[src/hw/rtl/fcjs_pkg.sv]
`timescale 1ns / 1ps

package fcjs_pkg;

  // Table geometry and limits
  localparam int CLUSTERS  = 4096;
  localparam int MAX_FILES = 256;
  localparam int MAX_JOBS  = 64;
  localparam int ADDR_W    = $clog2(CLUSTERS);
  localparam int STEP_W    = $clog2(CLUSTERS + 1);

  // Field widths
  localparam int ENTRY_W  = 16;
  localparam int INDEX_W  = 12;
  localparam int FILE_W   = 8;
  localparam int TS_W     = 13;
  localparam int TARGET_W = 12;
  localparam int JOBS_W   = 7;
  localparam int TDATA_W  = 56;
  localparam int CFG_W    = 16;
  localparam int CFG_AW   = 3;

  // Job size limits
  localparam logic [TS_W-1:0] TS_MIN = 13'd64;
  localparam logic [TS_W-1:0] TS_MAX = 13'd4096;

  // Request kinds
  localparam logic REQ_LOAD = 1'b0;
  localparam logic REQ_SCAN = 1'b1;

  // Register indexes
  localparam logic [CFG_AW-1:0] CFG_TASK_SIZE     = 3'd0;
  localparam logic [CFG_AW-1:0] CFG_DEFRAG_MODE   = 3'd1;
  localparam logic [CFG_AW-1:0] CFG_END_MARKER    = 3'd2;
  localparam logic [CFG_AW-1:0] CFG_UNUSED_MARKER = 3'd3;
  localparam logic [CFG_AW-1:0] CFG_BAD_MARKER    = 3'd4;

  typedef enum logic [1:0] {
    ST_IDLE,
    ST_CHECK,
    ST_STEP
  } ctl_state_t;

  // Commands from the controller to the datapath
  typedef struct packed {
    logic load;       // write one table entry
    logic start;      // begin a chain walk
    logic step;       // take the read data as the next cluster
    logic emit_pend;  // send the held full segment
    logic emit_tail;  // send the partial or empty final segment
    logic last;       // final job of the walk
    logic err;        // walk was cut off
  } ctl_cmd_t;

  // Status from the datapath to the controller
  typedef struct packed {
    logic file_ok;     // scanned file is in range
    logic is_marker;   // current cluster is a chain marker
    logic is_fault;    // out of table, step limit or job limit
    logic pend_valid;  // a full segment waits for its last flag
    logic tail_nz;     // clusters gathered since the last segment
    logic n_zero;      // no job created yet
    logic out_free;    // output register can take a job
  } dp_stat_t;

endpackage

[src/hw/rtl/fcjs_ctrl.sv]
`timescale 1ns / 1ps

module fcjs_ctrl
  import fcjs_pkg::*;
(
  input  logic     clk,
  input  logic     rst_n,
  input  logic     in_tvalid,
  input  logic     in_req_type,
  output logic     in_tready,
  input  dp_stat_t stat,
  output ctl_cmd_t cmd
);

  ctl_state_t state_r;
  ctl_state_t state_nxt;
  logic       accept;

  assign in_tready = state_r == ST_IDLE;
  assign accept    = in_tvalid && in_tready;

  // Hold the state
  always_ff @(posedge clk) begin
    if (!rst_n) begin
      state_r <= ST_IDLE;
    end else begin
      state_r <= state_nxt;
    end
  end

  // Next state
  always_comb begin
    state_nxt = state_r;
    unique case (state_r)
      ST_IDLE: begin
        if (accept && in_req_type == REQ_SCAN && stat.file_ok) begin
          state_nxt = ST_CHECK;
        end
      end
      ST_CHECK: begin
        if (stat.out_free) begin
          state_nxt = (stat.is_marker || stat.is_fault) ? ST_IDLE : ST_STEP;
        end
      end
      ST_STEP: state_nxt = ST_CHECK;
      default: state_nxt = ST_IDLE;
    endcase
  end

  // Commands
  always_comb begin
    cmd = '0;
    unique case (state_r)
      ST_IDLE: begin
        cmd.load  = accept && in_req_type == REQ_LOAD;
        cmd.start = accept && in_req_type == REQ_SCAN && stat.file_ok;
      end
      ST_CHECK: begin
        if (stat.out_free) begin
          if (stat.is_marker) begin
            // chain ends cleanly
            cmd.last      = 1'b1;
            cmd.emit_pend = stat.pend_valid;
            cmd.emit_tail = !stat.pend_valid && stat.tail_nz;
          end else if (stat.is_fault) begin
            // walk cut off: flag the final job, or an empty one if none
            cmd.last      = 1'b1;
            cmd.err       = 1'b1;
            cmd.emit_pend = stat.pend_valid;
            cmd.emit_tail = !stat.pend_valid && (stat.tail_nz || stat.n_zero);
          end else begin
            // chain goes on: a held segment is not the last one
            cmd.emit_pend = stat.pend_valid;
          end
        end
      end
      ST_STEP: cmd.step = 1'b1;
      default: ;
    endcase
  end

  a_tail_excludes_pend: assert property (@(posedge clk) disable iff (!rst_n)
    !(cmd.emit_pend && cmd.emit_tail))
    else $error("two jobs emitted in one cycle");

  a_step_follows_check: assert property (@(posedge clk) disable iff (!rst_n)
    cmd.step |-> $past(state_r) == ST_CHECK)
    else $error("step without a preceding check");

endmodule

[config.mk]
export PLATFORM = sky130hd
export DESIGN_NAME = fcjs_ctrl
export DESIGN_NICKNAME = d
export VERILOG_FILES = /design/src/hw/rtl/fcjs_pkg.sv /design/src/hw/rtl/fcjs_ctrl.sv
export SDC_FILE = /design/constraint.sdc
export NUM_CORES = 1
export LEC_CHECK = 0
export ABC_AREA = 1
export BUFFER_PORTS_ARGS = -buffer_cell sky130_fd_sc_hd__buf_2
export CAP_MARGIN = 5
export CORE_AREA = 2 2 39 41
export DETAILED_ROUTE_END_ITERATION = 10
export DIE_AREA = 0 0 41 43
export PLACE_DENSITY = 0.43
export SLEW_MARGIN = 20
export SYNTH_ARGS = -nofsm -noshare
export SYNTH_HDL_FRONTEND = slang
export SYNTH_SLANG_ARGS = --single-unit
[constraint.sdc]
create_clock -name clk -period 0.8 [get_ports clk]
set_input_delay 0.16 -clock clk [delete_from_list [all_inputs] [get_ports clk]]
set_output_delay 0.16 -clock clk [all_outputs]
set_load 0.01 [all_outputs]
==> metrics.md, run 1 <==
| Metric | Value |
|---|---|
| # fillers | `152` |
| Syn nets | `43` |
| Yosys reg bits | `2` |
| CTS Root Cell | `clkbuf_4` |
| Worst setup SP type | `register` |
| Register area | `47.5 sq um` |
| Final Hold Vio Count | `0` |
| Syn Std Cell Area | `186 sq um` |
| Core outline area | `1380 sq um` |
| Hold crit path type | `primary input to register` |
| Final Util | `36.8%` |
| Cell leakage power | `0.259 nW` |
| Max reg flops | `2` |
| Buffers on Ports | `18` |
| Reg with most FFs | `state_r` |
| Row cnt | `14` |
| Slew @ Worst Pin | `0.136 ns` |
| Total GRT Usage | `8.41%` |
| Worst-Skew Late Latency | `0.23 ns` |
| DRC Markers | `0` |
| Register clock-pin slew on the reported worst setup and hold paths | `0.03 ns` |
| Die area | `1760 sq um` |
| Critical path type | `register to output port` |
| Synth top cells by count | `inv_1 (7), nand2_1 (6), nor2_1 (5)` |
| Setup crit end kind | `output port` |
| Cell taking the most area after synthesis | `dfxtp_1` |
| Placed Cells | `72` |
| Global-route wire length before repair | `959 um` |
| Initial Util | `13.5%` |
| Ant. Diodes | `0` |
| Worst endpoint data arrival time | `1.01 ns` |
| Pre-CTS WS | `-0.178 ns` |
| WL final | `580 um` |
| Fin cells | `77` |
| Ys flop type | `dfxtp_1` |
| CTS buffer count | `3` |
| Vias in the first global route | `258` |
| Vias | `297` |
| GRT overflow | `0` |
| Clk buf depth | `2` |
| Unrepaired setup endpoints after global routing | `yes` |
| Ys Warns | `0` |
| Largest net degree at the start of global routing | `4` |
| Post-synth top area share | `21.5%` |
| Fin crit share | `146%` |
| Die H | `43 um` |
| Initial antenna violation count | `0` |
| Final worst slack | `-0.372 ns` |
| Most used routing layer | `met2` |
| Antenna viol nets, final | `0` |
| Drt pass-1 iters | `3` |
| Die Width | `41 um` |
| Most common cell in the synthesized netlist | `inv_1` |
| Setup Skew | `0.000832 ns` |
| I/O Pins | `19` |
| Failing checks | `setup timing` |
| Status | `finished with violations` |
| Largest regs | `state_r x2` |
| Nets | `74` |
| Sequential fraction of the synthesis area | `21.5%` |
| Post-synth EDFFs | `0` |
| Final Setup Violations | `10` |
| Required time of the critical path | `0.64 ns` |
| Met2 usage | `11.6%` |
| Maximum VDD drop | `0.504 mV` |
| GR Layer Usage met1 | `9.24%` |
| Multi-input combinational cell area | `183 sq um` |
| Syn Area/Cell | `5.83 sq um` |
| 1st-iter DRT viols | `2` |
| Relative slew margins | `90.8%` |
| Max Cap Viol | `0` |
| PwrDens | `988 nW/um^2` |
| WL/cell | `7.53 um` |
| Layout cells sized above 1 | `77.0%` |
| GR met3 Demand/Resource | `3.14%` |
| Clock sinks | `2` |
| Syn Inst Count | `32` |
| Ranking of synthesized cells by area | `dfxtp_1 (21%), inv_1 (14%), nand2_1 (12%), nand3_2 (11%), nor2_1 (10%)` |
| Area Overhead vs Synth | `173%` |
| Crit-path max FO | `3` |
| RD Place Congestion | `0.631` |
| Via density | `3.86` |
| Pins over their slew limit | `0` |
| CTS tree | `done` |
| CTS H-tree lvls | `1` |
| Ys async rst share | `0%` |
| Fmax | `853 MHz` |
| Crit path time final | `1.17 ns` |
| Netlist cell types | `13` |
| DP HPWL | `473 um` |
[power by group]
part           switching, mW  internal, mW  total [mW]
registers            0.00489        0.0995       0.104
clock network         0.0603         0.166       0.226
logic                 0.0827        0.0902       0.173
[what timing repair did]
item | CTS | global route
gates resized for setup | 8 | 12
hold buffers | 0 | 0
pin swaps | 3 | 6
endpoints found under the setup margin | 9 | 10
setup buffers | 2 | 2
[cell type report]
cell class / instances / area share, %
clock buffers: 3 / 4.42
inverters: 9 / 8.60
multi-input cells: 21 / 35.9
flip-flops and latches: 2 / 9.34
repair buffers: 26 / 37.8
well taps: 16 / 3.93
[per-layer routing]
| layer | vias up | wire [um] |
|---|---|---|
| met5 | - | 0 |
| met4 | 0 | 27 |
| met3 | 4 | 68 |
| met2 | 19 | 287 |
| met1 | 121 | 196 |
| li1 | 153 | - |
[worst max-delay path, stage by stage, from the launching register on]
cell and delay (ns):
dfxtp_4 0.36, inv_4 0.05, nor2_4 0.09, nand3_4 0.08, nor2_4 0.11, buf_6 0.10
[path summary, 6_finish.rpt]
kind	start	end	slack, ns	depth (start not counted)
hold reg to reg	state_r[1]	state_r[0]	0.60	3
setup reg to reg	state_r[0]	state_r[1]	-0.10	4
setup / recovery	state_r[0]	cmd[2]	-0.37	5
hold / removal	rst_n	state_r[0]	0.17	3
[cells in the final DEF (no fill, tap or decap), types with 2 or more instances in the layout]
master    instances
nor2_1            2
nand3_4           2
clkbuf_4          3
dfxtp_4           2
nor2_4            4
buf_6             8
buf_4             5
nand2_4           2
inv_1             5
nand2_1           5
buf_2            13
inv_4             2
[metrics by stage]
stage / TNS (ns) / hold slack [ns] / power [mW] / cell area, sq um
2_1_floorplan: -0.212 / 0.279 / 0.174 / 230
3_3_place_gp: -1.00 / 0.409 / 0.243 / 385
3_5_place_dp: -1.05 / 0.406 / 0.244 / 385
4_1_cts: -3.03 / 0.165 / 0.503 / 458
5_1_grt: -3.31 / 0.179 / 0.542 / 509
6_report: -2.83 / 0.172 / 0.503 / 509
[cell families after synthesis]
| family | Yosys count | share of synthesized area [%] |
|---|---|---|
| compound gates | 2 | 5.36 |
| buf+inv | 9 | 18.1 |
| flops | 2 | 21.5 |
| simple gates | 19 | 55.0 |
Power figures use the tool's default switching activity.
==> inputs of run 2 (changes only) <==
--- a/config.mk
+++ b/config.mk
@@ -11,7 +11,8 @@
 export CORE_AREA = 2 2 39 41
 export DETAILED_ROUTE_END_ITERATION = 10
 export DIE_AREA = 0 0 41 43
-export PLACE_DENSITY = 0.43
+export GPL_TIMING_DRIVEN = 1
+export PLACE_DENSITY = 0.42
 export SLEW_MARGIN = 20
 export SYNTH_ARGS = -nofsm -noshare
 export SYNTH_HDL_FRONTEND = slang
==> constraint.sdc (replaced) <==
create_clock -name clk -period 1.29 [get_ports clk]
set_input_delay 0.258 -clock clk [delete_from_list [all_inputs] [get_ports clk]]
set_output_delay 0.258 -clock clk [all_outputs]
set_load 0.01 [all_outputs]
==> metrics.md, run 2 (synthesized netlist as in run 1, its figures left out) <==
| Metric | Value |
|---|---|
| Status | `completed` |
| Most used routing layer | `met4` |
| GR Layer Usage met1 | `7.37%` |
| Commonest non-fill, non-tap cells in the layout | `buf_2 (18), inv_1 (6), nand2_1 (5), nor2_1 (5)` |
| Hold crit path type | `primary input to register` |
| Fin crit share | `95.5%` |
| Final Util | `23.8%` |
| Clock sinks | `2` |
| Initial antenna violation count | `0` |
| Worst endpoint data arrival time | `0.97 ns` |
| GRT overflow | `0` |
| R2R setup slack | `0.55 ns` |
| WL final | `493 um` |
| DP HPWL | `427 um` |
| Row cnt | `14` |
| Setup crit end kind | `output port` |
| Final Hold Vio Count | `0` |
| Max Cap Viol | `0` |
| Reg with most FFs | `state_r` |
| CTS H-tree lvls | `1` |
| Global-route wire length before repair | `800 um` |
| Maximum VDD drop | `0.225 mV` |
| PwrDens | `799 nW/um^2` |
| Relative slew margins | `90.5%` |
| Worst-Skew Late Latency | `0.22 ns` |
| CTS Hold Bufs | `0` |
| Layout cells sized above 1 | `64.2%` |
| GR met3 Demand/Resource | `3.14%` |
| Crit path time final | `1.23 ns` |
| Largest net degree at the start of global routing | `5` |
| Drt pass-1 iters | `1` |
| Initial Util | `13.5%` |
| RD Place Congestion | `0.574` |
| Nets | `66` |
| Die area | `1760 sq um` |
| Commonest non-fill, non-tap cell in the layout | `buf_2` |
| CTS Root Cell | `clkbuf_4` |
| Fmax | `812 MHz` |
| Int Pwr | `0.194 mW` |
| Core outline area | `1380 sq um` |
| WL/cell | `7.14 um` |
| Pins over their slew limit | `0` |
| Area Overhead vs Synth | `76.5%` |
| Final Setup Violations | `0` |
| Post-Layout Inst Area | `329 sq um` |
| Buffers on Ports | `18` |
| Sequential power share | `25.5%` |
| Crit-path max FO | `3` |
| Final worst slack | `0.0585 ns` |
| Largest regs | `state_r x2` |
| Met2 usage | `9.38%` |
| Total GRT Usage | `7.42%` |
| Clk buf depth | `2` |
| Via density | `3.62` |
| Comb pwr share | `21.8%` |
| Unrepaired setup endpoints after global routing | `yes` |
| Setup Skew | `0.00150 ns` |
| DRC Markers | `0` |
| CTS tree | `done` |
| Post-CTS Setup Inserts | `0` |
| # fillers | `167` |
| Pre-CTS WS | `0.204 ns` |
| Antenna viol nets, final | `0` |
| Cell leakage power | `0.202 nW` |
| Worst setup SP type | `register` |
| Max reg flops | `2` |
| Post-DP Area | `297 sq um` |
| Register clock-pin slew on the reported worst setup and hold paths | `0.03 ns` |
| Vias | `250` |
| 1st-iter DRT viols | `0` |
| Ant. Diodes | `0` |
| Required time of the critical path | `1.03 ns` |
| Sw Share | `26.3%` |
| Vias in the first global route | `225` |
| Hold Crit Depth | `3` |
| CTS buffer count | `3` |
| Worst-case reg-to-reg path depth | `4` |
| I/O Pins | `19` |
| Switching pwr | `0.0690 mW` |
| Critical path type | `register to output port` |
| Slew @ Worst Pin | `0.141 ns` |
| Die Width | `41 um` |
| Die H | `43 um` |
| Clk pwr share | `52.7%` |
## run 2: cell types whose count changed in the layout (fill, tap and decap cells not counted), sizes merged
cell  change
buf       -8
## run 2: what timing repair did
item,CTS,global route
gates resized for setup,3,2
endpoints found under the setup margin,4,5
pin swaps,0,1
## run 2: final timing paths
path         startpoint    endpoint
min reg2reg  state_r[0]  state_r[1]
min               rst_n  state_r[0]
max reg2reg  state_r[1]  state_r[0]
max          state_r[1]      cmd[5]
## run 2: final cells by class
| class | instances | area, sq um | share of cell area (%) |
|---|---|---|---|
| Clock buffer | 3 | 22.5 | 6.84 |
| Inverter | 9 | 33.8 | 10.3 |
| Multi-Input combinational cell | 21 | 120 | 36.5 |
| Sequential cell | 2 | 42.5 | 12.9 |
| Tap cell | 16 | 20.0 | 6.08 |
| Timing Repair Buffer | 18 | 90.1 | 27.4 |
## run 2: per-stage QoR
step	TNS [ns]	instances	power [mW]	hold slack (ns)
2_1_floorplan	0	32	0.0962	0.384
3_3_place_gp	0	66	0.124	0.506
3_5_place_dp	0	66	0.124	0.511
4_1_cts	0	69	0.270	0.264
5_1_grt	-0.130	69	0.293	0.273
6_report	0	69	0.263	0.272
## run 2: critical path, cell delays in order (launching register included)
cell     delay [ns]
dfxtp_2        0.32
inv_2          0.07
nand2_2        0.06
inv_2          0.05
nand2_2        0.04
nor2_1         0.07
buf_2          0.13
## run 2: per-layer routing
metal / vias to the layer above / share of wire, % / wire (um)
li1: 137 / - / -
met1: 104 / 39 / 190
met2: 9 / 49 / 241
met3: 0 / 12 / 60
met4: 0 / 0 / 0
met5: - / 0 / 0
## run 2: power groups by stage
stage               Combinational (mW)  Sequential [mW]  Clock (mW)
floorplan                       0.0290           0.0671           0
global placement                0.0570           0.0674           0
detailed placement              0.0569           0.0675           0
CTS                             0.0579           0.0671       0.145
global route                    0.0659           0.0674       0.160
finish                          0.0573           0.0670       0.139
==> inputs of run 3 (changes only) <==
==> constraint.sdc (replaced) <==
create_clock -name clk -period 1.29 [get_ports clk]
set_input_delay 0.1935 -clock clk [delete_from_list [all_inputs] [get_ports clk]]
set_output_delay 0.1935 -clock clk [all_outputs]
set_load 0.01 [all_outputs]
==> metrics.md, run 3 (synthesized netlist as in run 1, its figures left out) <==
| Metric | Value |
|---|---|
| Status | `completed` |
| Clock sinks | `2` |
| Fmax | `836 MHz` |
| Area Overhead vs Synth | `75.8%` |
| PwrDens | `791 nW/um^2` |
| R2R Path Start | `state_r[0]` |
| Cell leakage power | `0.202 nW` |
| Vias | `268` |
| Worst-Skew Late Latency | `0.22 ns` |
| Antenna viol nets, final | `0` |
| WL final | `498 um` |
| Pwr Total | `0.259 mW` |
| Layout cells sized above 1 | `60.4%` |
| Crit path time final | `1.20 ns` |
| DP HPWL | `413 um` |
| CTS buffer count | `3` |
| Clk buf depth | `2` |
| Maximum VDD drop | `0.334 mV` |
| CTS Hold Bufs | `0` |
| Post-DP Area | `297 sq um` |
| # fillers | `165` |
| Commonest non-fill, non-tap cells in the layout | `buf_2 (18), nand2_1 (6), inv_1 (6)` |
| Relative slew margins | `91.2%` |
| Fin crit share | `92.7%` |
| Via density | `3.88` |
| WL/cell | `7.22 um` |
| Nets | `66` |
| 1st-iter DRT viols | `0` |
| Worst Setup EP | `cmd[5]` |
| Setup Skew | `0.000277 ns` |
| CTS H-tree lvls | `1` |
| Global-route wire length before repair | `745 um` |
| Largest net degree at the start of global routing | `5` |
| Reg with most FFs | `state_r` |
| Max Cap Viol | `0` |
| Final Setup Violations | `0` |
| Final Util | `23.7%` |
| Initial Util | `13.5%` |
| Worst setup SP type | `register` |
| Total GRT Usage | `6.31%` |
| Critical path type | `register to output port` |
| Drt pass-1 iters | `1` |
| Crit-path max FO | `4` |
| Final Hold Vio Count | `0` |
| Commonest non-fill, non-tap cell in the layout | `buf_2` |
| Ant. Diodes | `0` |
| CTS tree | `done` |
| Setup crit end kind | `output port` |
| Pins over their slew limit | `0` |
| DRC Markers | `0` |
| Die area | `1760 sq um` |
| Worst endpoint data arrival time | `1.00 ns` |
| CP dominant cell by count | `inv_2` |
| Row cnt | `14` |
| Vias in the first global route | `229` |
| Die H | `43 um` |
| Slew @ Worst Pin | `0.130 ns` |
| CTS Root Cell | `clkbuf_4` |
| R2R setup slack | `0.53 ns` |
| Critical Path, Cell by Cell | `inv_2 > nand2_1 > inv_2 > nand2_2 > nor2_1 > buf_2` |
| Core outline area | `1380 sq um` |
| Max reg flops | `2` |
| GRT overflow | `0` |
| Slowest library cell on the worst path | `dfxtp_4` |
| Worst-case reg-to-reg path depth | `4` |
| Unrepaired setup endpoints after global routing | `no` |
| RD Place Congestion | `0.589` |
| Largest regs | `state_r x2` |
| Die Width | `41 um` |
| Post-CTS Setup Inserts | `0` |
| CP max stage delay | `0.34 ns` |
| Final setup TNS | `0 ns` |
| Register clock-pin slew on the reported worst setup and hold paths | `0.03 ns` |
| Initial antenna violation count | `0` |
| I/O Pins | `19` |
| Crit path launch | `state_r[0]` |
| Required time of the critical path | `1.10 ns` |
| Post-Layout Inst Area | `328 sq um` |
| Buffers on Ports | `18` |
| FF-to-FF End | `state_r[0]` |
| Hold crit path type | `primary input to register` |
## run 3: area by class of cell
| cell class | count | area, sq um | area share (%) |
|---|---|---|---|
| Multi-Input combinational cell | 21 | 118 | 35.9 |
| Timing Repair Buffer | 18 | 90.1 | 27.5 |
| Sequential cell | 2 | 43.8 | 13.4 |
| Inverter | 9 | 33.8 | 10.3 |
| Clock buffer | 3 | 22.5 | 6.87 |
| Tap cell | 16 | 20.0 | 6.11 |
## run 3: worst min path at each step
stage	start	end	slack, ns	depth (start not counted)
3_3_place_gp	rst_n	state_r[0]	0.45	3
6_report	rst_n	state_r[0]	0.21	3
4_1_cts	rst_n	state_r[0]	0.21	3
2_1_floorplan	rst_n	state_r[0]	0.32	2
5_1_grt	rst_n	state_r[0]	0.23	3
3_5_place_dp	rst_n	state_r[0]	0.45	3
## run 3: repair_timing
| action | CTS | global route |
|---|---|---|
| endpoints found under the setup margin | 0 | 5 |
| hold endpoints to repair | 0 | 0 |
| resized for setup | 0 | 4 |
## run 3: per-stage QoR
step	worst slack, ns	std cells	hold WS (ns)
finish	0.0939	69	0.214
global route	0.00267	69	0.227
CTS	0.0283	69	0.210
detailed placement	0.279	66	0.450
global placement	0.268	66	0.453
floorplan	0.335	32	0.320
## run 3: per-layer routing
| layer | wire length [um] | GRT usage, % | part of all wire [%] |
|---|---|---|---|
| met3 | 56 | 1.57 | 11 |
| met1 | 197 | 7.67 | 40 |
| met2 | 244 | 8.44 | 49 |
| met4 | 0 | 6.00 | 0 |
| met5 | 0 | 0 | 0 |
## run 3: where the power goes
group	switching (mW)	internal (mW)	total (mW)	leakage [nW]
Sequential	0.00234	0.0637	0.0660	0.0170
Combinational	0.0311	0.0260	0.0571	0.172
Clock	0.0337	0.102	0.136	0.0138
Total	0.0671	0.192	0.259	0.202
## run 3: worst max-delay path, delay by kind of cell (launching register included)
kind	cells	cell delay, ns
buffers and inverters	3	0.25
flip-flops	1	0.34
AND/OR/NAND/NOR	3	0.18
